**src/hw/rtl/rack_loss_detector_defines.svh**
```systemverilog
// Assertion macros used by the rack loss detector top level.
`ifndef RACK_LOSS_DETECTOR_DEFINES_SVH
`define RACK_LOSS_DETECTOR_DEFINES_SVH
`ifndef SYNTHESIS
`define RLD_ASSERT_CLK(label, clk, rst, prop, msg) \
   label: assert property (@(posedge clk) disable iff (rst) prop) \
      else $error(msg);
`define RLD_ASSERT(label, prop, msg) `RLD_ASSERT_CLK(label, clock, reset, prop, msg)
`else
`define RLD_ASSERT_CLK(label, clk, rst, prop, msg)
`define RLD_ASSERT(label, prop, msg)
`endif
`endif

```
**src/hw/rtl/rld_pkg.sv**
```systemverilog
// Types and constants shared by the rack loss detector modules.
`timescale 1ns / 1ps

package rld_pkg;

   // Item commands.
   typedef enum logic [1:0] {
      CMD_ADVANCE    = 2'd0,
      CMD_SCAN_START = 2'd1,
      CMD_SCAN_SEG   = 2'd2
   } rld_cmd_type;

   // Bit positions in the segment flags.
   localparam int FLAG_SACKED         = 0;
   localparam int FLAG_LOST           = 1;
   localparam int FLAG_SACKED_RETRANS = 2;
   localparam int FLAG_RETRANS        = 3;

   localparam logic [31:0] RESET_MIN_REO_WINDOW = 32'd1000;
   localparam logic [31:0] RTT_UNKNOWN          = 32'hFFFF_FFFF;

   localparam int LOST_COUNT_WIDTH_DEFAULT = 16;
   localparam int RSP_LOST_WIDTH           = 16;

   // One input item as held in the input register.
   typedef struct packed {
      logic [1:0]  command;
      logic [31:0] seg_end_seq;
      logic [63:0] seg_send_time;
      logic [63:0] now_time;
      logic [31:0] min_rtt;
      logic [31:0] una_seq;
      logic [3:0]  seg_flags;
      logic        reordering_seen;
      logic        no_losses_pending;
   } rld_item_type;

   // One result item.
   typedef struct packed {
      logic [3:0]                seg_flags_out;
      logic                      newly_lost;
      logic                      retrans_dropped;
      logic                      stop_scan;
      logic [31:0]               reo_timeout_us;
      logic                      was_advanced;
      logic [RSP_LOST_WIDTH-1:0] lost_in_scan;
   } rld_result_type;

   // Scan status seen by the top level.
   typedef struct packed {
      logic                      scan_stopped;
      logic                      advanced;
      logic [RSP_LOST_WIDTH-1:0] lost_count;
   } rld_status_type;

endpackage

```
**src/hw/rtl/rld_req_if.sv**
```systemverilog
// Request channel interface carrying one input item per transfer.
`timescale 1ns / 1ps

interface rld_req_if;
   logic        valid;
   logic        ready;
   logic [1:0]  command;
   logic [31:0] seg_end_seq;
   logic [63:0] seg_send_time;
   logic [63:0] now_time;
   logic [31:0] min_rtt;
   logic [31:0] una_seq;
   logic [3:0]  seg_flags;
   logic        reordering_seen;
   logic        no_losses_pending;

   modport source (
      output valid, command, seg_end_seq, seg_send_time, now_time, min_rtt,
             una_seq, seg_flags, reordering_seen, no_losses_pending,
      input  ready
   );

   modport sink (
      input  valid, command, seg_end_seq, seg_send_time, now_time, min_rtt,
             una_seq, seg_flags, reordering_seen, no_losses_pending,
      output ready
   );
endinterface

```
**src/hw/rtl/rld_rsp_if.sv**
```systemverilog
// Response channel interface carrying one result item per transfer.
`timescale 1ns / 1ps

interface rld_rsp_if;
   logic        valid;
   logic        ready;
   logic [3:0]  seg_flags_out;
   logic        newly_lost;
   logic        retrans_dropped;
   logic        stop_scan;
   logic [31:0] reo_timeout_us;
   logic        was_advanced;
   logic [15:0] lost_in_scan;

   modport source (
      output valid, seg_flags_out, newly_lost, retrans_dropped, stop_scan,
             reo_timeout_us, was_advanced, lost_in_scan,
      input  ready
   );

   modport sink (
      input  valid, seg_flags_out, newly_lost, retrans_dropped, stop_scan,
             reo_timeout_us, was_advanced, lost_in_scan,
      output ready
   );
endinterface

```
**src/hw/rtl/rld_engine.sv**
```systemverilog
// RACK state registers and the combinational evaluation of one item.
`timescale 1ns / 1ps

module rld_engine #(
   parameter int LOST_COUNT_WIDTH = rld_pkg::LOST_COUNT_WIDTH_DEFAULT
) (
   input  logic                   clock,
   input  logic                   reset,
   input  logic                   item_en,
   input  rld_pkg::rld_item_type  item,
   input  logic [31:0]            min_reo_window,
   output rld_pkg::rld_result_type result,
   output rld_pkg::rld_status_type status
);
   import rld_pkg::*;

   localparam int CntW = (LOST_COUNT_WIDTH < RSP_LOST_WIDTH) ?
                         LOST_COUNT_WIDTH : RSP_LOST_WIDTH;

   // True when sequence a lies after b, with 32-bit wrap.
   function automatic logic seq_after(input logic [31:0] a, input logic [31:0] b);
      logic [31:0] diff;
      diff = b - a;
      return diff[31];
   endfunction

   // Send order: later time, or same time and later end sequence.
   function automatic logic sent_after(input logic [63:0] t1, input logic [63:0] t2,
                                       input logic [31:0] s1, input logic [31:0] s2);
      return (t1 > t2) || ((t1 == t2) && seq_after(s1, s2));
   endfunction

   // Elapsed time, zero when time runs backwards, saturated to 32 bits.
   function automatic logic [31:0] delta_us(input logic [63:0] later,
                                            input logic [63:0] earlier);
      logic [63:0] diff;
      diff = later - earlier;
      if (later <= earlier) begin
         return '0;
      end
      return (diff[63:32] != '0) ? '1 : diff[31:0];
   endfunction

   logic [63:0]     rack_send_time_ff, rack_send_time_in;
   logic [31:0]     rack_end_seq_ff, rack_end_seq_in;
   logic [31:0]     rack_rtt_ff, rack_rtt_in;
   logic            advanced_ff, advanced_in;
   logic [31:0]     reo_window_ff, reo_window_in;
   logic [63:0]     scan_now_ff, scan_now_in;
   logic [31:0]     scan_una_ff, scan_una_in;
   logic [31:0]     max_timeout_ff, max_timeout_in;
   logic            scan_stopped_ff, scan_stopped_in;
   logic [CntW-1:0] lost_counter_ff, lost_counter_in;

   logic        adv_older, adv_take;
   logic [31:0] adv_rtt;
   logic [31:0] start_quarter, start_window;
   logic        seg_eligible, seg_ahead, seg_expired;
   logic [31:0] seg_elapsed, seg_wait_sat;
   logic [32:0] seg_budget, seg_remain;
   logic [33:0] seg_wait;
   logic [3:0]  flags_out;
   logic        newly_lost, retrans_dropped, was_advanced;

   // Advance: accept a segment sent after the RACK segment, unless a retransmit under min RTT.
   assign adv_older = (rack_send_time_ff != '0) &&
                      !sent_after(item.seg_send_time, rack_send_time_ff,
                                  item.seg_end_seq, rack_end_seq_ff);
   assign adv_rtt   = delta_us(item.now_time, item.seg_send_time);
   assign adv_take  = !adv_older &&
                      !(item.seg_flags[FLAG_RETRANS] && (adv_rtt < item.min_rtt));

   // Scan start: the floor, raised to a quarter of a known min RTT under reordering or no losses.
   assign start_quarter = item.min_rtt >> 2;
   assign start_window  = ((item.reordering_seen || item.no_losses_pending) &&
                           (item.min_rtt != RTT_UNKNOWN) &&
                           (start_quarter > min_reo_window)) ?
                          start_quarter : min_reo_window;

   // Scan segment: wait is RTT plus window minus elapsed plus one, exact, saturated to 32 bits.
   assign seg_eligible = !scan_stopped_ff && seq_after(item.seg_end_seq, scan_una_ff) &&
                         !item.seg_flags[FLAG_SACKED];
   assign seg_ahead    = sent_after(rack_send_time_ff, item.seg_send_time,
                                    rack_end_seq_ff, item.seg_end_seq);
   assign seg_elapsed  = delta_us(scan_now_ff, item.seg_send_time);
   assign seg_budget   = {1'b0, rack_rtt_ff} + {1'b0, reo_window_ff};
   assign seg_expired  = seg_budget < {1'b0, seg_elapsed};
   assign seg_remain   = seg_budget - {1'b0, seg_elapsed};
   assign seg_wait     = {1'b0, seg_remain} + 34'd1;
   assign seg_wait_sat = (seg_wait[33:32] != 2'b00) ? '1 : seg_wait[31:0];

   // Next state and per-item outputs.
   always_comb begin
      rack_send_time_in = rack_send_time_ff;
      rack_end_seq_in   = rack_end_seq_ff;
      rack_rtt_in       = rack_rtt_ff;
      advanced_in       = advanced_ff;
      reo_window_in     = reo_window_ff;
      scan_now_in       = scan_now_ff;
      scan_una_in       = scan_una_ff;
      max_timeout_in    = max_timeout_ff;
      scan_stopped_in   = scan_stopped_ff;
      lost_counter_in   = lost_counter_ff;
      flags_out         = item.seg_flags;
      newly_lost        = 1'b0;
      retrans_dropped   = 1'b0;
      was_advanced      = 1'b0;
      case (item.command)
         CMD_ADVANCE: begin
            if (adv_take) begin
               rack_rtt_in       = adv_rtt;
               rack_send_time_in = item.seg_send_time;
               rack_end_seq_in   = item.seg_end_seq;
               advanced_in       = 1'b1;
            end
         end
         CMD_SCAN_START: begin
            was_advanced    = advanced_ff;
            advanced_in     = 1'b0;
            scan_now_in     = item.now_time;
            scan_una_in     = item.una_seq;
            reo_window_in   = start_window;
            max_timeout_in  = '0;
            scan_stopped_in = 1'b0;
            lost_counter_in = '0;
            flags_out       = '0;
         end
         CMD_SCAN_SEG: begin
            if (seg_eligible) begin
               if (seg_ahead) begin
                  if (seg_expired) begin
                     if (!item.seg_flags[FLAG_LOST]) begin
                        flags_out[FLAG_LOST] = 1'b1;
                        newly_lost           = 1'b1;
                        if (!(&lost_counter_ff)) begin
                           lost_counter_in = lost_counter_ff + 1'b1;
                        end
                     end
                     if (item.seg_flags[FLAG_SACKED_RETRANS]) begin
                        flags_out[FLAG_SACKED_RETRANS] = 1'b0;
                        retrans_dropped                = 1'b1;
                     end
                  end else if (!(item.seg_flags[FLAG_LOST] &&
                                 !item.seg_flags[FLAG_SACKED_RETRANS])) begin
                     if (seg_wait_sat > max_timeout_ff) begin
                        max_timeout_in = seg_wait_sat;
                     end
                  end
               end else if (!item.seg_flags[FLAG_RETRANS]) begin
                  scan_stopped_in = 1'b1;
               end
            end
         end
         default: begin
         end
      endcase
   end

   // State update on each processed item.
   always_ff @(posedge clock) begin
      if (reset) begin
         rack_send_time_ff <= '0;
         rack_end_seq_ff   <= '0;
         rack_rtt_ff       <= '0;
         advanced_ff       <= 1'b0;
         reo_window_ff     <= '0;
         scan_now_ff       <= '0;
         scan_una_ff       <= '0;
         max_timeout_ff    <= '0;
         scan_stopped_ff   <= 1'b0;
         lost_counter_ff   <= '0;
      end else if (item_en) begin
         rack_send_time_ff <= rack_send_time_in;
         rack_end_seq_ff   <= rack_end_seq_in;
         rack_rtt_ff       <= rack_rtt_in;
         advanced_ff       <= advanced_in;
         reo_window_ff     <= reo_window_in;
         scan_now_ff       <= scan_now_in;
         scan_una_ff       <= scan_una_in;
         max_timeout_ff    <= max_timeout_in;
         scan_stopped_ff   <= scan_stopped_in;
         lost_counter_ff   <= lost_counter_in;
      end
   end

   // The result reports the scan state after this item; scan start cleared it.
   assign result.seg_flags_out   = flags_out;
   assign result.newly_lost      = newly_lost;
   assign result.retrans_dropped = retrans_dropped;
   assign result.stop_scan       = scan_stopped_in;
   assign result.reo_timeout_us  = max_timeout_in;
   assign result.was_advanced    = was_advanced;
   assign result.lost_in_scan    = RSP_LOST_WIDTH'(lost_counter_in);

   assign status.scan_stopped = scan_stopped_ff;
   assign status.advanced     = advanced_ff;
   assign status.lost_count   = RSP_LOST_WIDTH'(lost_counter_ff);

endmodule

```
**src/hw/rtl/rack_loss_detector.sv**
```systemverilog
// Top level of the RACK loss detector: handshake registers and configuration.
//
//   channel  direction  transfer carries
//   req      in         one command item (advance, scan start, scan segment)
//   rsp      out        one result item per known command
//   csr      in         write of min_reo_window, no read-back
//
// An item is held in the input register and leaves through the result register,
// which presents its result. One item is taken every cycle while the result
// register is not stalled; the combinational evaluation in the engine sets this.
// A stalled result register holds the item behind it in the input register.
// Reset clears the valid flags and the engine state and sets min_reo_window to 1000.
`timescale 1ns / 1ps

module rack_loss_detector #(
   parameter int LOST_COUNT_WIDTH = rld_pkg::LOST_COUNT_WIDTH_DEFAULT
) (
   input  logic          clock,
   input  logic          reset,
   input  logic          csr_wr_en,
   input  logic [31:0]   csr_wr_data,
   rld_req_if.sink       req_chan,
   rld_rsp_if.source     rsp_chan
);
   import rld_pkg::*;

`include "rack_loss_detector_defines.svh"

   logic           item_vld_ff, item_vld_in;
   rld_item_type   item_ff;
   logic           rsp_vld_ff, rsp_vld_in;
   rld_result_type rsp_data_ff;
   logic [31:0]    min_reo_window_ff;

   logic           req_xfer, out_free, cmd_known, item_fire;
   logic           same_scan, rsp_lost_ok;
   rld_result_type result;
   rld_status_type status;

   // Configuration register.
   always_ff @(posedge clock) begin
      if (reset) begin
         min_reo_window_ff <= RESET_MIN_REO_WINDOW;
      end else if (csr_wr_en) begin
         min_reo_window_ff <= csr_wr_data;
      end
   end

   // Handshake control: an unknown command is dropped without a result.
   assign cmd_known = (item_ff.command == CMD_ADVANCE) ||
                      (item_ff.command == CMD_SCAN_START) ||
                      (item_ff.command == CMD_SCAN_SEG);
   assign out_free  = !rsp_vld_ff || rsp_chan.ready;
   assign item_fire = item_vld_ff && (out_free || !cmd_known);
   assign req_chan.ready = !item_vld_ff || item_fire;
   assign req_xfer  = req_chan.valid && req_chan.ready;

   assign item_vld_in = req_xfer || (item_vld_ff && !item_fire);
   assign rsp_vld_in  = (item_fire && cmd_known) || (rsp_vld_ff && !rsp_chan.ready);

   // Input register.
   always_ff @(posedge clock) begin
      if (reset) begin
         item_vld_ff <= 1'b0;
      end else begin
         item_vld_ff <= item_vld_in;
      end
   end

   always_ff @(posedge clock) begin
      if (req_xfer) begin
         item_ff.command           <= req_chan.command;
         item_ff.seg_end_seq       <= req_chan.seg_end_seq;
         item_ff.seg_send_time     <= req_chan.seg_send_time;
         item_ff.now_time          <= req_chan.now_time;
         item_ff.min_rtt           <= req_chan.min_rtt;
         item_ff.una_seq           <= req_chan.una_seq;
         item_ff.seg_flags         <= req_chan.seg_flags;
         item_ff.reordering_seen   <= req_chan.reordering_seen;
         item_ff.no_losses_pending <= req_chan.no_losses_pending;
      end
   end

   // Evaluation and RACK state.
   rld_engine #(
      .LOST_COUNT_WIDTH (LOST_COUNT_WIDTH)
   ) u_engine (
      .clock          (clock),
      .reset          (reset),
      .item_en        (item_fire),
      .item           (item_ff),
      .min_reo_window (min_reo_window_ff),
      .result         (result),
      .status         (status)
   );

   // Result register.
   always_ff @(posedge clock) begin
      if (reset) begin
         rsp_vld_ff <= 1'b0;
      end else begin
         rsp_vld_ff <= rsp_vld_in;
      end
   end

   always_ff @(posedge clock) begin
      if (item_fire && cmd_known) begin
         rsp_data_ff <= result;
      end
   end

   assign rsp_chan.valid           = rsp_vld_ff;
   assign rsp_chan.seg_flags_out   = rsp_data_ff.seg_flags_out;
   assign rsp_chan.newly_lost      = rsp_data_ff.newly_lost;
   assign rsp_chan.retrans_dropped = rsp_data_ff.retrans_dropped;
   assign rsp_chan.stop_scan       = rsp_data_ff.stop_scan;
   assign rsp_chan.reo_timeout_us  = rsp_data_ff.reo_timeout_us;
   assign rsp_chan.was_advanced    = rsp_data_ff.was_advanced;
   assign rsp_chan.lost_in_scan    = rsp_data_ff.lost_in_scan;

   // Conditions watched by the checks below.
   assign same_scan   = !(item_fire && (item_ff.command == CMD_SCAN_START));
   assign rsp_lost_ok = !rsp_data_ff.newly_lost || rsp_data_ff.seg_flags_out[FLAG_LOST];

   // A held item stays until it is processed.
   `RLD_ASSERT(a_item_held, item_vld_ff && !item_fire |=> item_vld_ff, "input item lost")
   // Only a scan start reopens a stopped scan.
   `RLD_ASSERT(a_stop_sticky, status.scan_stopped && same_scan |=> status.scan_stopped, "reopened")
   // The lost count only grows within a scan.
   `RLD_ASSERT(a_lost_grows, same_scan |=> status.lost_count >= $past(status.lost_count), "fell")
   // A newly lost result always carries the lost flag.
   `RLD_ASSERT(a_lost_flag, rsp_vld_ff |-> rsp_lost_ok, "newly lost without lost flag")

endmodule

```
**src/flat_wrapper.sv**
```systemverilog
// flat-port wrapper written by rule: the top's interface ports become plain ports
module rack_loss_detector_flat import rld_pkg::*;
#(
   parameter int LOST_COUNT_WIDTH = rld_pkg::LOST_COUNT_WIDTH_DEFAULT
)
  (clock, reset, csr_wr_en, csr_wr_data, req_chan_valid, req_chan_command, req_chan_seg_end_seq, req_chan_seg_send_time, req_chan_now_time, req_chan_min_rtt, req_chan_una_seq, req_chan_seg_flags, req_chan_reordering_seen, req_chan_no_losses_pending, req_chan_ready, rsp_chan_valid, rsp_chan_seg_flags_out, rsp_chan_newly_lost, rsp_chan_retrans_dropped, rsp_chan_stop_scan, rsp_chan_reo_timeout_us, rsp_chan_was_advanced, rsp_chan_lost_in_scan, rsp_chan_ready);
  rld_req_if req_chan_i ();
  rld_rsp_if rsp_chan_i ();
  input  logic clock;
  input  logic reset;
  input  logic csr_wr_en;
  input  logic [31:0] csr_wr_data;
  input wire logic [$bits(req_chan_i.valid)-1:0] req_chan_valid;
  input wire logic [$bits(req_chan_i.command)-1:0] req_chan_command;
  input wire logic [$bits(req_chan_i.seg_end_seq)-1:0] req_chan_seg_end_seq;
  input wire logic [$bits(req_chan_i.seg_send_time)-1:0] req_chan_seg_send_time;
  input wire logic [$bits(req_chan_i.now_time)-1:0] req_chan_now_time;
  input wire logic [$bits(req_chan_i.min_rtt)-1:0] req_chan_min_rtt;
  input wire logic [$bits(req_chan_i.una_seq)-1:0] req_chan_una_seq;
  input wire logic [$bits(req_chan_i.seg_flags)-1:0] req_chan_seg_flags;
  input wire logic [$bits(req_chan_i.reordering_seen)-1:0] req_chan_reordering_seen;
  input wire logic [$bits(req_chan_i.no_losses_pending)-1:0] req_chan_no_losses_pending;
  output wire logic [$bits(req_chan_i.ready)-1:0] req_chan_ready;
  output wire logic [$bits(rsp_chan_i.valid)-1:0] rsp_chan_valid;
  output wire logic [$bits(rsp_chan_i.seg_flags_out)-1:0] rsp_chan_seg_flags_out;
  output wire logic [$bits(rsp_chan_i.newly_lost)-1:0] rsp_chan_newly_lost;
  output wire logic [$bits(rsp_chan_i.retrans_dropped)-1:0] rsp_chan_retrans_dropped;
  output wire logic [$bits(rsp_chan_i.stop_scan)-1:0] rsp_chan_stop_scan;
  output wire logic [$bits(rsp_chan_i.reo_timeout_us)-1:0] rsp_chan_reo_timeout_us;
  output wire logic [$bits(rsp_chan_i.was_advanced)-1:0] rsp_chan_was_advanced;
  output wire logic [$bits(rsp_chan_i.lost_in_scan)-1:0] rsp_chan_lost_in_scan;
  input wire logic [$bits(rsp_chan_i.ready)-1:0] rsp_chan_ready;
  assign req_chan_i.valid = req_chan_valid;
  assign req_chan_i.command = req_chan_command;
  assign req_chan_i.seg_end_seq = req_chan_seg_end_seq;
  assign req_chan_i.seg_send_time = req_chan_seg_send_time;
  assign req_chan_i.now_time = req_chan_now_time;
  assign req_chan_i.min_rtt = req_chan_min_rtt;
  assign req_chan_i.una_seq = req_chan_una_seq;
  assign req_chan_i.seg_flags = req_chan_seg_flags;
  assign req_chan_i.reordering_seen = req_chan_reordering_seen;
  assign req_chan_i.no_losses_pending = req_chan_no_losses_pending;
  assign req_chan_ready = req_chan_i.ready;
  assign rsp_chan_valid = rsp_chan_i.valid;
  assign rsp_chan_seg_flags_out = rsp_chan_i.seg_flags_out;
  assign rsp_chan_newly_lost = rsp_chan_i.newly_lost;
  assign rsp_chan_retrans_dropped = rsp_chan_i.retrans_dropped;
  assign rsp_chan_stop_scan = rsp_chan_i.stop_scan;
  assign rsp_chan_reo_timeout_us = rsp_chan_i.reo_timeout_us;
  assign rsp_chan_was_advanced = rsp_chan_i.was_advanced;
  assign rsp_chan_lost_in_scan = rsp_chan_i.lost_in_scan;
  assign rsp_chan_i.ready = rsp_chan_ready;
  rack_loss_detector #(.LOST_COUNT_WIDTH(LOST_COUNT_WIDTH)) u_core (.clock(clock), .reset(reset), .csr_wr_en(csr_wr_en), .csr_wr_data(csr_wr_data), .req_chan(req_chan_i), .rsp_chan(rsp_chan_i));
endmodule
```
**config.mk**
```make
export PLATFORM = sky130hd
export DESIGN_NAME = rack_loss_detector_flat
export DESIGN_NICKNAME = d
export VERILOG_FILES = /design/src/hw/rtl/rld_pkg.sv /design/src/hw/rtl/rld_req_if.sv /design/src/hw/rtl/rld_rsp_if.sv /design/src/hw/rtl/rld_engine.sv /design/src/hw/rtl/rack_loss_detector.sv /design/src/flat_wrapper.sv
export VERILOG_INCLUDE_DIRS = /design/src /design/src/hw/rtl
export SDC_FILE = /design/constraint.sdc
export NUM_CORES = 2
export LEC_CHECK = 0
export ABC_AREA = 1
export ABC_CLOCK_PERIOD_IN_PS = 26000
export BUFFER_PORTS_ARGS = -buffer_cell sky130_fd_sc_hd__buf_2
export CELL_PAD_IN_SITES_DETAIL_PLACEMENT = 0
export CELL_PAD_IN_SITES_GLOBAL_PLACEMENT = 1
export CORE_MARGIN = 2
export CORE_UTILIZATION = 35
export CTS_CLUSTER_DIAMETER = 100
export DETAILED_ROUTE_END_ITERATION = 10
export PLACE_DENSITY = 0.77
export SLEW_MARGIN = 20
export SYNTH_ARGS = -nofsm -noshare
export SYNTH_HDL_FRONTEND = slang
export SYNTH_SLANG_ARGS = --single-unit
```
**constraint.sdc**
```tcl
create_clock -name clock -period 26 [get_ports clock]
set_input_delay 3.9 -clock clock [delete_from_list [all_inputs] [get_ports clock]]
set_output_delay 3.9 -clock clock [all_outputs]
set_load 0.02 [all_outputs]
```
; ---- After elaboration in Yosys (flattened, before gate mapping)
; Cells that the tools add are included.
[totals]
register_bits = 628
inputBits = 269
output_inout_bits = 58
[classes]
add_sub_neg = 9
order_cmp = 8
eq_ne = 6
muxes = 34
n_reduce_logical = 47
[op_table]
columns = cell, count
row1 = two-way mux 32 bit, 13
row2 = == test 64 bit, 2
row3 = greater-than comparator 64 bit, 2
row4 = <= comparator 64 bit, 2
row5 = subtractor 64 bit, 2
row6 = subtractor 32 bit, 3
row7 = two-way mux 16 bit, 5
row8 = one-hot mux 32 bit (2 select lines), 1
row9 = nonzero test 32 bit, 2
row10 = nonzero test 64 bit, 1
row11 = adder 33 x 1 -> 34 bit (second input constant), 1
row12 = adder 32 x 32 -> 33 bit, 1
row13 = less-than comparator 33 x 32 -> 1 bit, 1
row14 = subtractor 33 x 32 -> 33 bit, 1
row15 = greater-than comparator 30 x 32 -> 1 bit, 1
row16 = greater-than comparator 32 bit, 1
row17 = less-than comparator 32 bit, 1
row18 = != test 32 bit (second input constant), 1
row19 = one-hot mux 16 bit (2 select lines), 1
row20 = adder 16 x 1 -> 16 bit (second input constant), 1
row21 = AND reduction 16 bit, 1
row22 = logical AND 1 bit, 15
row23 = logical NOT 1 bit, 11
row24 = logical OR 1 bit, 10
row25 = other kinds (12), 24

; ---- Depth between registers and ports, before layout
[depth]
word_depth = 15
depth_mapped = 75

; ---- Cells and area by module
; From an unflattened synthesis, not the netlist that was laid out.
[hier_totals]
cells_unflattened = 6266
hier_area_um2 = 44540.2
[by_module_without_submodules]
columns = mod, n_inst, cells_each, area_each_um2
row1 = rld_engine, 1, 5823, 34690.8
row2 = rack_loss_detector, 1, 443, 9849.4

; ---- Worst setup path after synthesis
; Ideal clock, no wire load.
[synth_timing]
path_kind = input to register
start = input port rsp_chan_ready
end = register u_core.item_ff[0] in the netlist's numbering, enable pin
setup_ps = 833
t_arrival_ps = 13759
path_slack_ps = 11408
path_stages = 4
path_buffers = 0
path_cell_list = inv_1 > nand3_1 > nor2_1 > nor2_1
[synth_between]
elab_chain_len = 5
[synth_lines]
columns = item, line
row1 = from (decl), flat_wrapper.sv:32  ; input wire logic [$bits(rsp_chan_i.ready)-1:0] rsp_chan_ready;
row2 = logical OR 1 bit, rack_loss_detector.sv:53  ; assign out_free = !rsp_vld_ff || rsp_chan.ready;
row3 = logical OR 1 bit, rack_loss_detector.sv:54  ; assign item_fire = item_vld_ff && (out_free || !cmd_known);
row4 = logical AND 1 bit, rack_loss_detector.sv:54
row5 = logical OR 1 bit, rack_loss_detector.sv:55  ; assign req_chan.ready = !item_vld_ff || item_fire;
row6 = logical AND 1 bit, rack_loss_detector.sv:56  ; assign req_xfer = req_chan.valid && req_chan.ready;
row7 = via u_core.req_xfer, rack_loss_detector.sv:35  ; logic req_xfer, out_free, cmd_known, item_fire;
row8 = to (decl), rack_loss_detector.sv:30  ; rld_item_type item_ff;
; The timed path passes the listed nets, and every way through them passes these cells.
; A chain may end at the register's enable or synchronous reset.

==> run_results.csv <==
group,metric,value,unit
run_status,run_status,"finished clean",
layout,final_util,39.92,%
hold_path,timing.hold.worst.class,"reg -> reg",
logic_synthesis,yosys.area.top_type,"sky130_fd_sc_hd__edfxtp_1",
logic_synthesis,avgSynthCellArea,7.270,um^2
logic_synthesis,post_syn_nets,6932,
sta,period_share,43.65,%
sta,finalHoldViolCount,0,
global_routing,number_of_antenna_violations_at_the_first_check_in_global_routing,6,
sta,finalClockSkew,0.04101,ns
sta,slew_viol_final,0,
global_routing,grt_pass1_wl,243000,um
global_routing,grtUsageTotal,24.14,%
die,row_count,131,
clock_tree,cts-resized-gates,0,
layout,fin_nets,7184,
clock_tree,post-cts-setup-buffers,0,
logic_synthesis,synthesis.instances,6214,
logic_synthesis,synth_edf_count,288,
clock_tree,root_buffer,"sky130_fd_sc_hd__clkbuf_16",
layout,final_cells,8198,
layout,commonest_cells_after_routing_fill_and_taps_aside,"1589 x sky130_fd_sc_hd__nand2_1, 923 x sky130_fd_sc_hd__inv_1, 734 x sky130_fd_sc_hd__a21oi_1",
placed_design,numPlacedInstances,8048,
route,route.detailed.drc,0,
sta,setup_slack,14.65,ns
global_routing,grt_max_degree,148,
clock_tree,cts-htree-levels,3,
power,p_leak,0.02405,uW
clock_tree,cts.hold.buffers_added,0,
placed_design,dp_worst_setup_slack,14.68,ns
worst_setup_path,worstRegToRegCells,54,
global_routing,grt_overflow,0,
die,io-pin-count,327,
route,dr_total_vias,41460,
worst_setup_path,required,26.42,ns
logic_synthesis,yosys_most_used_dff,"sky130_fd_sc_hd__dfxtp_1",
job,cap_viol_max_count,0,
hold_path,cells_on_worst_hold_path,2,
logic_synthesis,synth-seq-area-share,34.21,%
logic_synthesis,post_synth_num_cell_types,73,
route,initialDrtViolationCount,3367,
logic_synthesis,yosysWarningCount,0,
sta,setup-tns-final,0,ns
placed_design,globalplace.congestion,0.9509,
worst_setup_path,cp_data_arrival_time,11.77,ns
sta,tightest_slew,1.105,ns
layout,final_common_cell,"sky130_fd_sc_hd__nand2_1",
layout,post_route_cells_drive_above_1_share,10.69,%
logic_synthesis,synth.ff_latch_count,628,
clock_tree,cts_buffers,78,
worst_setup_path,path_max_fanout,54,
route,wl_per_cell,19.80,um
layout,syn2layout_area_growth,12.97,%
die,initial_utilization,35.34,%
route,drt.antenna.violating_nets,0,
die,core,127800,um^2
placed_design,dp_hpwl,130100,um
worst_setup_path,crit_path_max_incr_delay,0.57,ns
sta,period_needed,11.35,ns
logic_synthesis,synth_top_area_share,19.14,%
die,die_height,363.3,um
power,areal_power_density_over_the_cells,60.70,nW/um^2
clock_tree,clkTransAtPathRegs,0.06,ns
sta,unrepaired_setup_endpoints_after_global_routing,"no",
logic_synthesis,synth.cell_area,45180,um^2
sta,timing.fmax,0.08812,GHz
clock_tree,tritoncts_sinks,628,
clock_tree,max-clock-path-buffers,3,
route,post_drt_via_cell_ratio,5.058,
sta,report.final.setup_viol,0,
layout,nFillCells,13430,
worst_setup_path,cpMostUsedCell,"sky130_fd_sc_hd__nand2_1",
power,vdd.ir_drop.worst,0.00004746,V
worst_setup_path,setup.worst_path.start_class,"register",
sta,timing.max_slew.rel_slack,26.22,%
die,die_w,363.3,um
logic_synthesis,async_reset_ff_share,0,%
logic_synthesis,netlist_top_cells_area,"sky130_fd_sc_hd__edfxtp_1 19%, sky130_fd_sc_hd__dfxtp_1 15%, sky130_fd_sc_hd__nand2_1 13%",
placed_design,portBuffers,326,
route,first_pass_drt_iterations,6,
die,die_area,132000,um^2
worst_setup_path,worst_setup_path_end_kind,"register",
clock_tree,tritoncts,"done",
global_routing,grt_pass1_vias,39690,
worst_setup_path,critical_path_class,"reg -> reg",
clock_tree,clock_latency,0.70,ns
worst_setup_path,cp_slowest_cell,"sky130_fd_sc_hd__inv_2",
route,post_detailed_routing_wire_length,162300,um
routing by layer:
metal | share of wire, % | vias to the layer above | track usage (%) | wire [um]
li1 | - | 20910 | - | -
met2 | 48 | 1001 | 41.53 | 77530
met1 | 45 | 19370 | 32.01 | 73370
met3 | 4.6 | 187 | 2.630 | 7403
met4 | 2.5 | 0 | 6.452 | 4039
met5 | 0 | - | 0 | 0
metrics by stage:
step	total power, uW	hold WS [ns]	instance area [um^2]
finish	3098	0.4622	51040
global route	3269	0.4682	51030
CTS	3123	0.4561	51030
detailed placement	1990	0.4484	48390
global placement	1992	0.4524	48390
floorplan	1725	0.4292	45180
cells by family after synthesis:
| logic type | synth area share, % |
|---|---|
| AO/OA/AOI/OAI | 14.33 |
| AND/OR/NAND/NOR | 25.43 |
| buffers and inverters | 9.718 |
| adder cells (fa/ha/maj) | 12.50 |
| flip-flops | 34.21 |
| XOR/XNOR | 3.816 |
critical path: cells and delay by family, from the launching register on:
family | cells | cell delay [ns]
AOI/OAI and AO/OA | 15 | 3.44
xor gates and xnor gates | 1 | 0.16
adders and majority gates | 3 | 0.90
buffers and inverters | 6 | 1.66
DFF | 1 | 0.41
and+or+nand+nor | 29 | 4.48
sequential cells by signal, summed over array words and instances (netlist names), 16 cells and up:
signal	count
u_core.u_engine.scan_una_ff	32
u_core.u_engine.rack_send_time_ff	64
u_core.min_reo_window_ff	32
u_core.u_engine.rack_rtt_ff	32
u_core.u_engine.scan_now_ff	64
u_core.rsp_chan.reo_timeout_us	32
u_core.rsp_chan.lost_in_scan	16
u_core.u_engine.rack_end_seq_ff	32
u_core.item_ff	232
u_core.u_engine.max_timeout_ff	32
u_core.u_engine.reo_window_ff	32
u_core.u_engine.lost_counter_ff	16
final timing paths:
| check | start | end | slack, ns |
|---|---|---|---|
| max | u_core.item_ff[135] | u_core.rsp_chan.reo_timeout_us[28] | 14.65 |
| min | u_core.u_engine.scan_una_ff[0] | u_core.u_engine.scan_una_ff[0] | 0.46 |
| min reg2reg | u_core.u_engine.scan_una_ff[0] | u_core.u_engine.scan_una_ff[0] | 0.46 |
| max reg2reg | u_core.item_ff[135] | u_core.rsp_chan.reo_timeout_us[28] | 14.65 |
synthesized netlist by cell type, drive strengths merged, types with 8 or more instances:
cell        n
a211oi     15
a21boi     14
a21o       18
a21oi     740
a31oi      42
buf        60
clkbuf    124
clkinv      9
dfxtp     340
edfxtp    288
ha        445
inv       942
nand2    1611
nand3     327
nand3b     13
nand4      68
nor2      493
nor3       62
nor4       45
o2111ai    18
o211ai      8
o21a       10
o21ai     265
o21bai     18
o221ai     10
xnor2      83
xor2      104
power by group:
part           leakage [uW]  switching (uW)  total (uW)  internal (uW)
sequential          0.00557            33.6        1120           1080
clock               0.00127             463        1120            660
combinational        0.0172             592         858            266
total                0.0241            1090        3100           2010
cell type report:
type	instances	area, um^2	share of cell area (%)
sequential	628	15450	30.28
timing repair buffer	356	1876	3.675
antenna	5	12.51	0.02451
clock buffer	105	2156	4.224
tap	1662	2079	4.074
inverter	951	3583	7.021
clock inverter	40	476.7	0.9340
multi-input combinational	4451	25400	49.77
(Power assumes the default switching activity.)
